## config.mk

```make
export PLATFORM = sky130hd
export DESIGN_NAME = imu_sample_filter_core
export DESIGN_NICKNAME = d
export VERILOG_FILES = /design/src/imusf_pkg.sv /design/src/imusf_ctrl.sv /design/src/imusf_datapath.sv /design/src/imu_sample_filter_core.sv
export SDC_FILE = /design/constraint.sdc
export NUM_CORES = 2
export LEC_CHECK = 0
export BUFFER_PORTS_ARGS = -buffer_cell sky130_fd_sc_hd__buf_4
export CORE_ASPECT_RATIO = 1.5
export CORE_MARGIN = 2
export CORE_UTILIZATION = 30
export DETAILED_ROUTE_END_ITERATION = 6
export GPL_TIMING_DRIVEN = 0
export PLACE_DENSITY = 0.55
export SLEW_MARGIN = 0
export SYNTH_ARGS = -nofsm -noshare
export SYNTH_HDL_FRONTEND = slang
export SYNTH_HIERARCHICAL = 1
export SYNTH_SLANG_ARGS = --single-unit
```

## constraint.sdc

```tcl
create_clock -name clk -period 14.4 [get_ports clk]
set_input_delay 2.88 -clock clk [delete_from_list [all_inputs] [get_ports clk]]
set_output_delay 2.88 -clock clk [all_outputs]
set_load 0.01 [all_outputs]
```

## src/imusf_pkg.sv

```systemverilog
// shared constants, types and helpers for the imu sample filter
package imusf_pkg;

	localparam int EST_FRAC_DEFAULT = 16;
	localparam int VAR_FRAC         = 20;
	localparam int VAR_W            = 24;
	localparam int AXIS_W           = 16;
	localparam int NUM_AXES         = 6;
	localparam int CFG_IDX_W        = 3;
	localparam int CFG_DATA_W       = 24;
	localparam int DIV_STEPS        = VAR_FRAC + 1;
	localparam int MUL_A_W          = 33;
	localparam int MUL_B_W          = 22;
	localparam int PROD_W           = MUL_A_W + MUL_B_W;
	localparam int OP_IDX_W         = 4;

	localparam logic [23:0] VAR_RESET      = 24'd20972;
	localparam logic [23:0] PN_RESET       = 24'd1049;
	localparam logic [23:0] MN_RESET       = 24'd569377;
	localparam logic [16:0] EMA_FACTOR     = 17'd9830;
	localparam logic [16:0] EMA_KEEP       = 17'd55706;

	// multiplier op sequence: two per accel axis, two per gyro axis, one variance
	localparam logic [3:0] OP_GYRO_FIRST = 4'd6;
	localparam logic [3:0] OP_VAR        = 4'd12;

	typedef enum logic [2:0] {
		REG_OFF_AX = 3'd0,
		REG_OFF_AY = 3'd1,
		REG_OFF_AZ = 3'd2,
		REG_OFF_GX = 3'd3,
		REG_OFF_GY = 3'd4,
		REG_OFF_GZ = 3'd5,
		REG_PNOISE = 3'd6,
		REG_MNOISE = 3'd7
	} reg_idx_t;

	typedef struct packed {
		logic                accept;
		logic                div_step;
		logic                div_first;
		logic                mul_en;
		logic [OP_IDX_W-1:0] mul_idx;
		logic                finish;
	} imusf_cmd_t;

	typedef struct packed {
		logic out_valid;
	} imusf_sts_t;

	function automatic logic signed [31:0] sat32(input logic signed [63:0] v);
		if (v > 64'sd2147483647)
			return 32'sh7fffffff;
		else if (v < -64'sd2147483648)
			return 32'sh80000000;
		else
			return v[31:0];
	endfunction

endpackage

```

## src/imusf_ctrl.sv

```systemverilog
// sequencing state machine: divider steps, then the multiplier op sequence
module imusf_ctrl (
	input  logic                clk,
	input  logic                arst_n,
	input  logic                s_tvalid,
	output logic                s_tready,
	input  logic                m_tready,
	input  imusf_pkg::imusf_sts_t sts,
	output imusf_pkg::imusf_cmd_t cmd
);
	import imusf_pkg::*;

	typedef enum logic [1:0] {ST_IDLE, ST_DIV, ST_MUL, ST_FIN} state_t;

	state_t              state_q;
	logic [4:0]          div_cnt_q;
	logic [OP_IDX_W-1:0] op_cnt_q;

	assign s_tready = (state_q == ST_IDLE);

	always_comb begin
		cmd           = '0;
		cmd.accept    = (state_q == ST_IDLE) && s_tvalid;
		cmd.div_step  = (state_q == ST_DIV);
		cmd.div_first = (div_cnt_q == '0);
		cmd.mul_en    = (state_q == ST_MUL);
		cmd.mul_idx   = op_cnt_q;
		cmd.finish    = (state_q == ST_FIN) && (!sts.out_valid || m_tready);
	end

	always_ff @(posedge clk or negedge arst_n) begin
		if (!arst_n) begin
			state_q   <= ST_IDLE;
			div_cnt_q <= '0;
			op_cnt_q  <= '0;
		end else begin
			unique case (state_q)
				ST_IDLE: begin
					div_cnt_q <= '0;
					op_cnt_q  <= '0;
					if (s_tvalid) state_q <= ST_DIV;
				end
				ST_DIV: begin
					if (div_cnt_q == 5'(DIV_STEPS - 1)) begin
						state_q <= ST_MUL;
					end else begin
						div_cnt_q <= div_cnt_q + 5'd1;
					end
				end
				ST_MUL: begin
					if (op_cnt_q == OP_VAR) begin
						state_q <= ST_FIN;
					end else begin
						op_cnt_q <= op_cnt_q + 4'd1;
					end
				end
				ST_FIN: begin
					if (!sts.out_valid || m_tready) state_q <= ST_IDLE;
				end
				default: state_q <= ST_IDLE;
			endcase
		end
	end

endmodule

```

## src/imusf_datapath.sv

```systemverilog
// filter state, config registers, gain divider, shared multiplier and output register
module imusf_datapath #(
	parameter int EST_FRAC = imusf_pkg::EST_FRAC_DEFAULT
) (
	input  logic                                 clk,
	input  logic                                 arst_n,
	input  imusf_pkg::imusf_cmd_t                cmd,
	output imusf_pkg::imusf_sts_t                sts,
	input  logic                                 cfg_valid,
	input  logic [imusf_pkg::CFG_IDX_W-1:0]      cfg_index,
	input  logic [imusf_pkg::CFG_DATA_W-1:0]     cfg_data,
	input  logic [imusf_pkg::NUM_AXES*16-1:0]    s_tdata,
	input  logic                                 m_tready,
	output logic [imusf_pkg::NUM_AXES*16-1:0]    m_tdata
);
	import imusf_pkg::*;

	localparam int XW = AXIS_W + EST_FRAC;
	localparam int DW = ((XW > 32) ? XW : 32) + 1;

	logic signed [15:0] off_q [NUM_AXES];
	logic [23:0]        pn_q, mn_q, var_q;
	logic signed [31:0] est_q [3];
	logic signed [31:0] avg_q [3];
	logic signed [15:0] d_q   [NUM_AXES];
	logic [24:0]        p_q;
	logic [25:0]        den_q;
	logic [26:0]        rem_q;
	logic [20:0]        quo_q;
	logic [15:0]        res_q [NUM_AXES];
	logic [15:0]        out_q [NUM_AXES];
	logic               out_valid_q;
	logic signed [63:0] acc_q;
	logic signed [PROD_W-1:0] prod_s1;
	logic [OP_IDX_W-1:0]      idx_s1;
	logic                     vld_s1;

	function automatic logic [15:0] out16(input logic signed [31:0] v);
		logic signed [32:0] t;
		t = 33'(v);
		if (v < 0) t = t + 33'((64'd1 << EST_FRAC) - 64'd1);
		t = t >>> EST_FRAC;
		if (t > 33'sd32767) return 16'h7fff;
		else if (t < -33'sd32768) return 16'h8000;
		else return t[15:0];
	endfunction

	// gain divider step
	logic [26:0] r_cmp;
	logic        r_ge;
	logic [20:0] g_w;
	assign r_cmp = cmd.div_first ? {2'b00, p_q} : {rem_q[25:0], 1'b0};
	assign r_ge  = (r_cmp >= {1'b0, den_q});
	assign g_w   = (den_q == '0) ? '0 : quo_q;

	// multiplier operand select
	logic signed [MUL_A_W-1:0] a_op;
	logic signed [MUL_B_W-1:0] b_op;
	logic signed [DW-1:0]      x_ext, diff;
	logic [1:0]                ax, gj;
	logic [OP_IDX_W-1:0]       gk;

	always_comb begin
		a_op  = '0;
		b_op  = '0;
		ax    = cmd.mul_idx[2:1];
		gk    = cmd.mul_idx - OP_GYRO_FIRST;
		gj    = gk[2:1];
		x_ext = '0;
		diff  = '0;
		if (cmd.mul_idx < OP_GYRO_FIRST) begin
			x_ext = DW'(d_q[3'(ax)]) <<< EST_FRAC;
			diff  = x_ext - DW'(est_q[ax]);
			if (cmd.mul_idx[0])
				a_op = MUL_A_W'($signed(diff[DW-1:VAR_FRAC]));
			else
				a_op = $signed({13'd0, diff[VAR_FRAC-1:0]});
			b_op = $signed({1'b0, g_w});
		end else if (cmd.mul_idx < OP_VAR) begin
			if (gk[0]) begin
				a_op = MUL_A_W'(d_q[3'(gj) + 3'd3]);
				b_op = $signed({5'd0, EMA_FACTOR});
			end else begin
				a_op = MUL_A_W'(avg_q[gj]);
				b_op = $signed({5'd0, EMA_KEEP});
			end
		end else begin
			a_op = $signed({8'd0, p_q});
			b_op = $signed(22'((22'd1 << VAR_FRAC) - {1'b0, g_w}));
		end
	end

	// product consumption
	logic [1:0]          uax, ugj;
	logic [OP_IDX_W-1:0] ugk;
	logic signed [63:0]  prod64, kal_sum, gyr_sum;
	logic signed [31:0]  kal_new, gyr_new;
	logic [PROD_W-1:0]   var_full;
	logic [23:0]         var_new;

	always_comb begin
		uax      = idx_s1[2:1];
		ugk      = idx_s1 - OP_GYRO_FIRST;
		ugj      = ugk[2:1];
		prod64   = 64'(prod_s1);
		kal_sum  = 64'(est_q[uax]) + acc_q + prod64;
		kal_new  = sat32(kal_sum);
		gyr_sum  = acc_q + (prod64 <<< EST_FRAC);
		gyr_new  = sat32(gyr_sum >>> 16);
		var_full = prod_s1 >>> VAR_FRAC;
		var_new  = (var_full > PROD_W'(24'hffffff)) ? 24'hffffff : var_full[23:0];
	end

	always_ff @(posedge clk or negedge arst_n) begin
		if (!arst_n) begin
			for (int i = 0; i < NUM_AXES; i++) off_q[i] <= '0;
			pn_q        <= PN_RESET;
			mn_q        <= MN_RESET;
			var_q       <= VAR_RESET;
			for (int i = 0; i < 3; i++) begin
				est_q[i] <= '0;
				avg_q[i] <= '0;
			end
			out_valid_q <= 1'b0;
			vld_s1      <= 1'b0;
		end else begin
			if (cfg_valid) begin
				unique case (reg_idx_t'(cfg_index))
					REG_PNOISE: pn_q <= cfg_data;
					REG_MNOISE: mn_q <= cfg_data;
					default:    off_q[cfg_index] <= cfg_data[15:0];
				endcase
			end
			vld_s1 <= cmd.mul_en;
			if (vld_s1) begin
				if (idx_s1 < OP_GYRO_FIRST) begin
					if (idx_s1[0])
						est_q[uax] <= kal_new;
				end else if (idx_s1 < OP_VAR) begin
					if (ugk[0])
						avg_q[ugj] <= gyr_new;
				end else begin
					var_q <= var_new;
				end
			end
			if (cmd.finish)
				out_valid_q <= 1'b1;
			else if (m_tready)
				out_valid_q <= 1'b0;
		end
	end

	// payload registers
	always_ff @(posedge clk) begin
		if (cmd.accept) begin
			for (int i = 0; i < NUM_AXES; i++)
				d_q[i] <= $signed(s_tdata[16*i +: 16]) - off_q[i];
			p_q   <= {1'b0, var_q} + {1'b0, pn_q};
			den_q <= {2'b00, var_q} + {2'b00, pn_q} + {2'b00, mn_q};
		end
		if (cmd.div_step) begin
			rem_q <= r_ge ? (r_cmp - {1'b0, den_q}) : r_cmp;
			quo_q <= cmd.div_first ? {20'd0, r_ge} : {quo_q[19:0], r_ge};
		end
		prod_s1 <= a_op * b_op;
		idx_s1  <= cmd.mul_idx;
		if (vld_s1) begin
			if (idx_s1 < OP_GYRO_FIRST) begin
				if (!idx_s1[0]) acc_q <= prod64 >>> VAR_FRAC;
				else res_q[3'(uax)] <= out16(kal_new);
			end else if (idx_s1 < OP_VAR) begin
				if (!ugk[0]) acc_q <= prod64;
				else res_q[3'(ugj) + 3'd3] <= out16(gyr_new);
			end
		end
		if (cmd.finish)
			for (int i = 0; i < NUM_AXES; i++) out_q[i] <= res_q[i];
	end

	always_comb begin
		for (int i = 0; i < NUM_AXES; i++) m_tdata[16*i +: 16] = out_q[i];
	end

	assign sts.out_valid = out_valid_q;

endmodule

```

## src/imu_sample_filter_core.sv

```systemverilog
// top level of the imu sample filter: kalman on accel axes, exponential average on gyro
//
//  channel   signals                               word
//  s_axis    s_tvalid s_tready s_tdata[95:0]       one raw six-axis sample
//  m_axis    m_tvalid m_tready m_tdata[95:0]       one filtered six-axis sample
//  cfg       cfg_valid cfg_ready cfg_index cfg_data  register write
//
// an item runs through these states, accept to next accept: accept, 21 steps of the
// restoring gain divider, 13 ops through the shared 33x22 multiplier, finish
// the result word is loaded into the output register at finish; one item in flight
// the finished word sits in an output register, so the next sample is taken
// while it waits; finish stalls only if the previous word is still not taken
// reset clears estimates, averages and variance to their start values
module imu_sample_filter_core #(
	parameter int ESTIMATE_FRAC_BITS = imusf_pkg::EST_FRAC_DEFAULT
) (
	input  logic                                clk,
	input  logic                                arst_n,
	input  logic                                s_tvalid,
	output logic                                s_tready,
	// acc_x_raw, acc_y_raw, acc_z_raw, gyro_x_raw, gyro_y_raw, gyro_z_raw
	input  logic [imusf_pkg::NUM_AXES*16-1:0]   s_tdata,
	output logic                                m_tvalid,
	input  logic                                m_tready,
	// acc_x_out, acc_y_out, acc_z_out, gyro_x_out, gyro_y_out, gyro_z_out
	output logic [imusf_pkg::NUM_AXES*16-1:0]   m_tdata,
	input  logic                                cfg_valid,
	output logic                                cfg_ready,
	input  logic [imusf_pkg::CFG_IDX_W-1:0]     cfg_index,
	input  logic [imusf_pkg::CFG_DATA_W-1:0]    cfg_data
);
	import imusf_pkg::*;

	imusf_cmd_t cmd;
	imusf_sts_t sts;

	// config writes are always taken
	assign cfg_ready = 1'b1;
	assign m_tvalid  = sts.out_valid;

	imusf_ctrl u_ctrl (
		.clk      (clk),
		.arst_n   (arst_n),
		.s_tvalid (s_tvalid),
		.s_tready (s_tready),
		.m_tready (m_tready),
		.sts      (sts),
		.cmd      (cmd)
	);

	imusf_datapath #(
		.EST_FRAC (ESTIMATE_FRAC_BITS)
	) u_dp (
		.clk       (clk),
		.arst_n    (arst_n),
		.cmd       (cmd),
		.sts       (sts),
		.cfg_valid (cfg_valid),
		.cfg_index (cfg_index),
		.cfg_data  (cfg_data),
		.s_tdata   (s_tdata),
		.m_tready  (m_tready),
		.m_tdata   (m_tdata)
	);

endmodule
```

; After elaboration in Yosys (flattened, before gate mapping)
; Memories as Yosys holds them, arrays and structs flattened.
; Index checks and enable logic that the tools add are counted.
[totals]
register_bits = 594
mem_count = 3
out_inout_bits = 99
in_bits = 128
elab_cells = 212
mem_bits_rw = 288
[classes]
bitwise_logic = 8
eq_ne = 15
n_mul = 1
add_sub_neg = 23
order_cmp = 24
reduce_logical = 26
n_mux = 84
[mem_list]
columns = memory, words, width, rd, rd_clocked_by_memory_dff, write_ports, line_no
row1 = u_dp.d_q, 6, 16, 2, 0, 6, imusf_datapath.sv:25  ; logic signed [15:0] d_q [NUM_AXES];
row2 = u_dp.out_q, 6, 16, 6, 0, 6, imusf_datapath.sv:31  ; logic [15:0] out_q [NUM_AXES];
row3 = u_dp.res_q, 6, 16, 6, 0, 1, imusf_datapath.sv:30  ; logic [15:0] res_q [NUM_AXES];
[ops]
columns = cell, count
row1 = 33-bit 2-to-1 mux, 13
row2 = 32-bit 2-to-1 mux, 12
row3 = 96-bit bitwise mux, 3
row4 = 64-bit 2-to-1 mux, 4
row5 = 16-bit 2-to-1 mux, 14
row6 = 32-bit binary-select mux with 2-bit select, 3
row7 = 32-bit demux with 2-bit select, 2
row8 = 16-bit subtractor, 6
row9 = 32-bit by 17-bit adder with 33-bit output (second input constant), 2
row10 = 32-bit by 64-bit adder with 64-bit output, 1
row11 = 64-bit by 55-bit adder with 64-bit output, 1
row12 = 64-bit adder, 1
row13 = 64-bit by 32-bit > comparator with 1-bit output (second input constant), 1
row14 = 32-bit by 1-bit less-than comparator with 1-bit output (second input constant), 2
row15 = 64-bit by 32-bit less-than comparator with 1-bit output (second input constant), 1
row16 = 55-bit by 24-bit > comparator with 1-bit output (second input constant), 1
row17 = 33-bit by 22-bit multiplier with 55-bit output, 1
row18 = 24-bit by 24-bit adder with 25-bit output, 2
row19 = 16-bit demux with 3-bit select, 1
row20 = 48-bit by 32-bit > comparator with 1-bit output (second input constant), 1
row21 = 48-bit by 32-bit less-than comparator with 1-bit output (second input constant), 1
row22 = 22-bit 2-to-1 mux, 2
row23 = 17-bit by 16-bit > comparator with 1-bit output (second input constant), 2
row24 = 17-bit by 16-bit less-than comparator with 1-bit output (second input constant), 2
row25 = other kinds (49), 102

; Longest topological paths before layout
[logic_depth]
word_depth = 21
depth_mapped = 52
depth_no_buf = 44

; By module
; The synthesis kept the hierarchy.
[by_module_without_submodules]
columns = module, seq_area_each_um2, cells_each, area_each_um2, instances
row1 = imusf_datapath, 23505.0, 7876, 76473.3, 1
row2 = imusf_ctrl, 275.3, 71, 693.2, 1
row3 = imu_sample_filter_core, 0.0, 2, 11.3, 1

; Least setup slack after synthesis
; No wires, ideal clock.
[synth_timing]
path_type = reg-to-reg
from = register u_ctrl.op_cnt_q[1]
to = register u_dp.prod_s1[53]
t_arrival_ns = 12.920
period_less_slack_ns = 12.992
path_stages_with_launch = 49
path_slack_ns = 1.408
t_required_ns = 14.328
path_cell_list = dfrtp_1 > buf_2 > buf_1 > clkbuf_1 > buf_1 > buf_1 > clkbuf_1 > clkbuf_1 > buf_1 > mux4_2 > ha_1 > nor3_1 > o21ai_1 > a41oi_1 > o21ai_0 > or4_1 > a31o_2 > a21oi_1 > [... 13 more ...] > fa_1 > fa_1 > inv_1 > fa_1 > ha_1 > a21o_1 > a21o_1 > a21o_1 > a21oi_1 > a2bb2oi_1 > o311ai_0 > a211oi_1 > or4_1 > a31oi_1 > o41ai_1 > o21ai_0 > a221oi_1 > xnor2_1
[synth_via]
elab_chain_cells = 9
word_cells_on_any_way = 21
[synth_lines]
columns = item, line_no
row1 = start: declaration, imusf_ctrl.sv:17  ; logic [OP_IDX_W-1:0] op_cnt_q;
row2 = start signal: assignment, imusf_ctrl.sv:54  ; op_cnt_q <= op_cnt_q + 4'd1;
row3 = "parallel branches: the longest is 8 deep, another holds 32-bit by 32-bit subtractor with 33-bit output", --
row4 = 33-bit by 22-bit multiplier with 55-bit output (*), imusf_datapath.sv:165  ; prod_s1 <= a_op * b_op;
row5 = end signal: assignment, imusf_datapath.sv:165
row6 = end: declaration, imusf_datapath.sv:34  ; logic signed [PROD_W-1:0] prod_s1;
; Every way passes the cells marked *. The select of a mux whose other input is x is not followed.
; A chain may end at the register's enable or synchronous reset.

; Final worst setup path
; Ends and elaborated chain as after synthesis.

==> impl_results.rst <==
.. list-table::
   :header-rows: 1

   * - Metric
     - Value
   * - Outcome
     - finished, violations left
   * - Violated checks
     - slew limit
   * - Fraction of synthesized cell area taken by the top area cell type
     - 0.207
   * - Crit path kind
     - reg2reg
   * - Proportion of synthesized area in mux cells
     - 0.0472
   * - Post-Route Skew
     - 0.0723 ns
   * - Area of the mapped netlist
     - 77200 µm²
   * - CTS tree
     - done
   * - Width of the die
     - 418 µm
   * - Weighted congestion reported at the end of routability-driven placement
     - 1.00
   * - Crit path time final
     - 14.12 ns
   * - Global-route wire length before repair
     - 435000 µm
   * - Gate count of the mapped netlist
     - 7949
   * - Adder-Cell Fraction of Synth Area
     - 0.280
   * - Most prevalent standard cell on the critical path
     - fa_1
   * - Share of the clock period used by the worst path
     - 0.980
   * - Number of distinct library cell variants in the gate-level netlist after synthesis
     - 123
   * - Buf+Inv Stages, Crit Path
     - 13
   * - Residual DRC count
     - 0
   * - Nature of the critical path endpoint
     - flip-flop
   * - First drt pass iteration count
     - 6
   * - Area leader, netlist
     - fa_1
   * - Setup TNS after final layout
     - 0 ns
   * - Actual slew at the worst max-slew pin
     - 1.56 ns
   * - Number of setup violations in the final report
     - 0
   * - Number of buffers between clock root and the deepest sink
     - 3
   * - Die outline area
     - 261000 µm²
   * - Vias in the first global route
     - 63889
   * - Data required time of the worst path
     - 14.96 ns
   * - F_max
     - 0.0708 GHz
   * - Fraction of registers with async set/reset
     - 0.427
   * - Final routed wire length divided by cell count
     - 25.7 µm
   * - Number of DRC markers after the initial detailed-route iteration
     - 4659
   * - Buffer cell driving the clock tree root
     - clkbuf_16
   * - Endpoints failing hold
     - 0
   * - Number of buffers added by the clock tree synthesis step
     - 93
   * - Synth Register Bits
     - 873
   * - Post-synthesis xor/xnor area fraction
     - 0.0296
   * - # H-tree levels
     - 3
   * - Most frequent cell after synthesis
     - nand2_1
   * - Via count
     - 61184
   * - Post-synth top cells
     - 1107 x nand2_1, 992 x inv_1, 798 x fa_1
   * - Unrepaired setup endpoints after global routing
     - yes
   * - Most instantiated flip-flop cell in the synthesis netlist
     - edfxtp_1
   * - Std-Cell Core Area
     - 256000 µm²
   * - Kind of start point of the critical path
     - flip-flop
   * - Complex-gate fraction of the synthesized area
     - 0.128
   * - Remaining Overflow, GRT
     - 0
   * - Antenna violations before repair
     - 18
   * - Share of cells above drive strength 1
     - 0.101
   * - Sequential-to-total area share from yosys stat
     - 0.308
   * - Row count
     - 228
   * - Number of buffers inserted by port buffering
     - 221
   * - Normalized max-slew margin
     - -0.0419
   * - CTS clk-pin slew, worst paths
     - 0.06 ns
   * - Slowest stage cell on the critical path
     - fa_1
   * - Critical path data arrival time
     - 14.67 ns
   * - Detailed placer's ending HPWL
     - 245000 µm
   * - Dominant delay contributor by cell family on the critical path
     - adder cells
   * - Peak per-stage delay on the critical path
     - 0.64 ns
   * - Clk sinks
     - 873
   * - Count of max-cap constraint violations
     - 0
   * - Ranking of synthesized cells by area
     - fa_1 21%, edfxtp_1 17%, dfrtp_1 12%
   * - Layout-stage area growth over the synthesis result
     - 13.0%
   * - Max-slew violation count
     - 8
   * - Average size of a mapped cell
     - 9.71 µm²
   * - Combined global-route utilization of all metal layers
     - 0.228
   * - Post-Synth Simple-Gate Area
     - 0.140
   * - Via-per-instance ratio
     - 5.22
   * - Clock latency on the worst-skew pair
     - 0.74 ns
   * - Number of nets in the layout
     - 9663
   * - Dominant combinational cell family by area after synthesis
     - adder cells
   * - Post-synth EDFFs
     - 441
   * - I/O Pins
     - 227
   * - Post-synth net total
     - 9323
   * - Chip Height
     - 625 µm
   * - HP Class
     - reg2reg
   * - Wirelength, routed
     - 301000 µm
   * - Largest net degree at the start of global routing
     - 120
   * - Number of nets with antenna violations after detailed routing
     - 0
   * - Highest net fanout along the worst path
     - 19
   * - Count of yosys warnings during synthesis
     - 6
   * - Initial cell density of the core
     - 0.301
## area by class of cell
type / count / area, µm²
antenna: 8 / 20.0
buffer: 348 / 1580
clock buffer: 123 / 2580
clock inverter: 50 / 634
fill: 26094 / 169000
inverter: 992 / 3720
multi-input combinational: 5735 / 48600
sequential: 873 / 23800
tap: 3335 / 4170
timing repair buffer: 246 / 2120
## worst paths after layout
check                                   startpoint               end  slack [ns]  cells past startpoint
worst max-delay path            u_ctrl/op_cnt_q[1]  u_dp/prod_s1[53]        0.28                     47
worst min-delay path              u_dp/res_q[3][3]  u_dp/out_q[3][3]        0.42                      0
worst max register to register  u_ctrl/op_cnt_q[1]  u_dp/prod_s1[53]        0.28                     47
worst min register to register    u_dp/res_q[3][3]  u_dp/out_q[3][3]        0.42                      0
max in group asynchronous                   arst_n    u_dp/avg_q[87]       10.79                      3
min in group asynchronous                   arst_n    u_dp/off_q[22]        2.10                      1
## state kept, by name, summed over array words and instances (netlist names), 21 cells and up
register and cells:
u_dp/p_q 25, u_dp/var_q 24, u_dp/out_q 96, u_dp/est_q 96, u_dp/prod_s1 55, u_dp/acc_q 55, u_dp/res_q 96, u_dp/den_q 26
u_dp/avg_q 96, u_dp/rem_q 26, u_dp/mn_q 24, u_dp/pn_q 24, u_dp/d_q 96, u_dp/off_q 96, u_dp/quo_q 21
## kinds of logic (layout without fill, tap and decap cells)
| group | after synthesis | in the layout |
|---|---|---|
| other | 1 | 9 |
| buffers and inverters | 1341 | 1759 |
| DFF | 873 | 873 |
| adders and majority gates | 1246 | 1246 |
| and+or+nand+nor | 2360 | 2360 |
| xor gates and xnor gates | 261 | 261 |
| AOI/OAI and AO/OA | 1566 | 1566 |
| muxes | 301 | 301 |
## through the flow
stage	instance area, µm²	hold slack, ns	setup slack, ns	std cells	utilization
after floorplan	77200	0.400	1.41	7949	-
after global placement	83000	0.401	-7.01	11505	0.324
after detailed placement	83600	0.405	-6.39	11527	0.326
after CTS	87100	0.417	0.0595	11700	0.340
after global routing	87200	0.422	-0.0180	11705	0.340
final	87200	0.416	0.283	11710	0.340
## per-layer routing
metal	part of all wire	vias to the layer above	GRT usage
met5	0.000080	-	0
met4	0.095	4	0.178
met3	0.050	808	0.0288
met2	0.51	2154	0.409
met1	0.35	30794	0.240
li1	-	27424	-
## cells in the final DEF, fill, tap and decap left out, types with 40 or more instances in the layout
cell type	instances
edfxtp_1	441
fa_1	796
a21boi_0	88
mux2i_1	91
buf_4	234
xnor2_1	172
o21a_1	40
nand3_1	84
a21oi_1	422
nand2_1	1107
and3_1	52
mux2_2	177
clkbuf_1	278
clkbuf_16	94
ha_1	447
dfrtp_1	354
nand4_1	56
xor2_1	85
and2_1	148
dfxtp_1	59
nor3_1	94
nor2_1	491
o21ai_0	414
inv_1	992
a211oi_1	59
nand2b_1	52
nor2b_1	83
a21o_1	120
## repair_timing
item | in CTS | in global routing
endpoints found under the hold margin | 0 | 0
hold buffers | 0 | 0
setup endpoints to repair | 45 | 11
buffers inserted | 1 | 2
pin swaps | 6 | 6
gates resized for setup | 106 | 15
gates cloned | 0 | 0
Power is not shown: default switching activity piles up to over one toggle a cycle in this logic, so the estimate is an artifact.
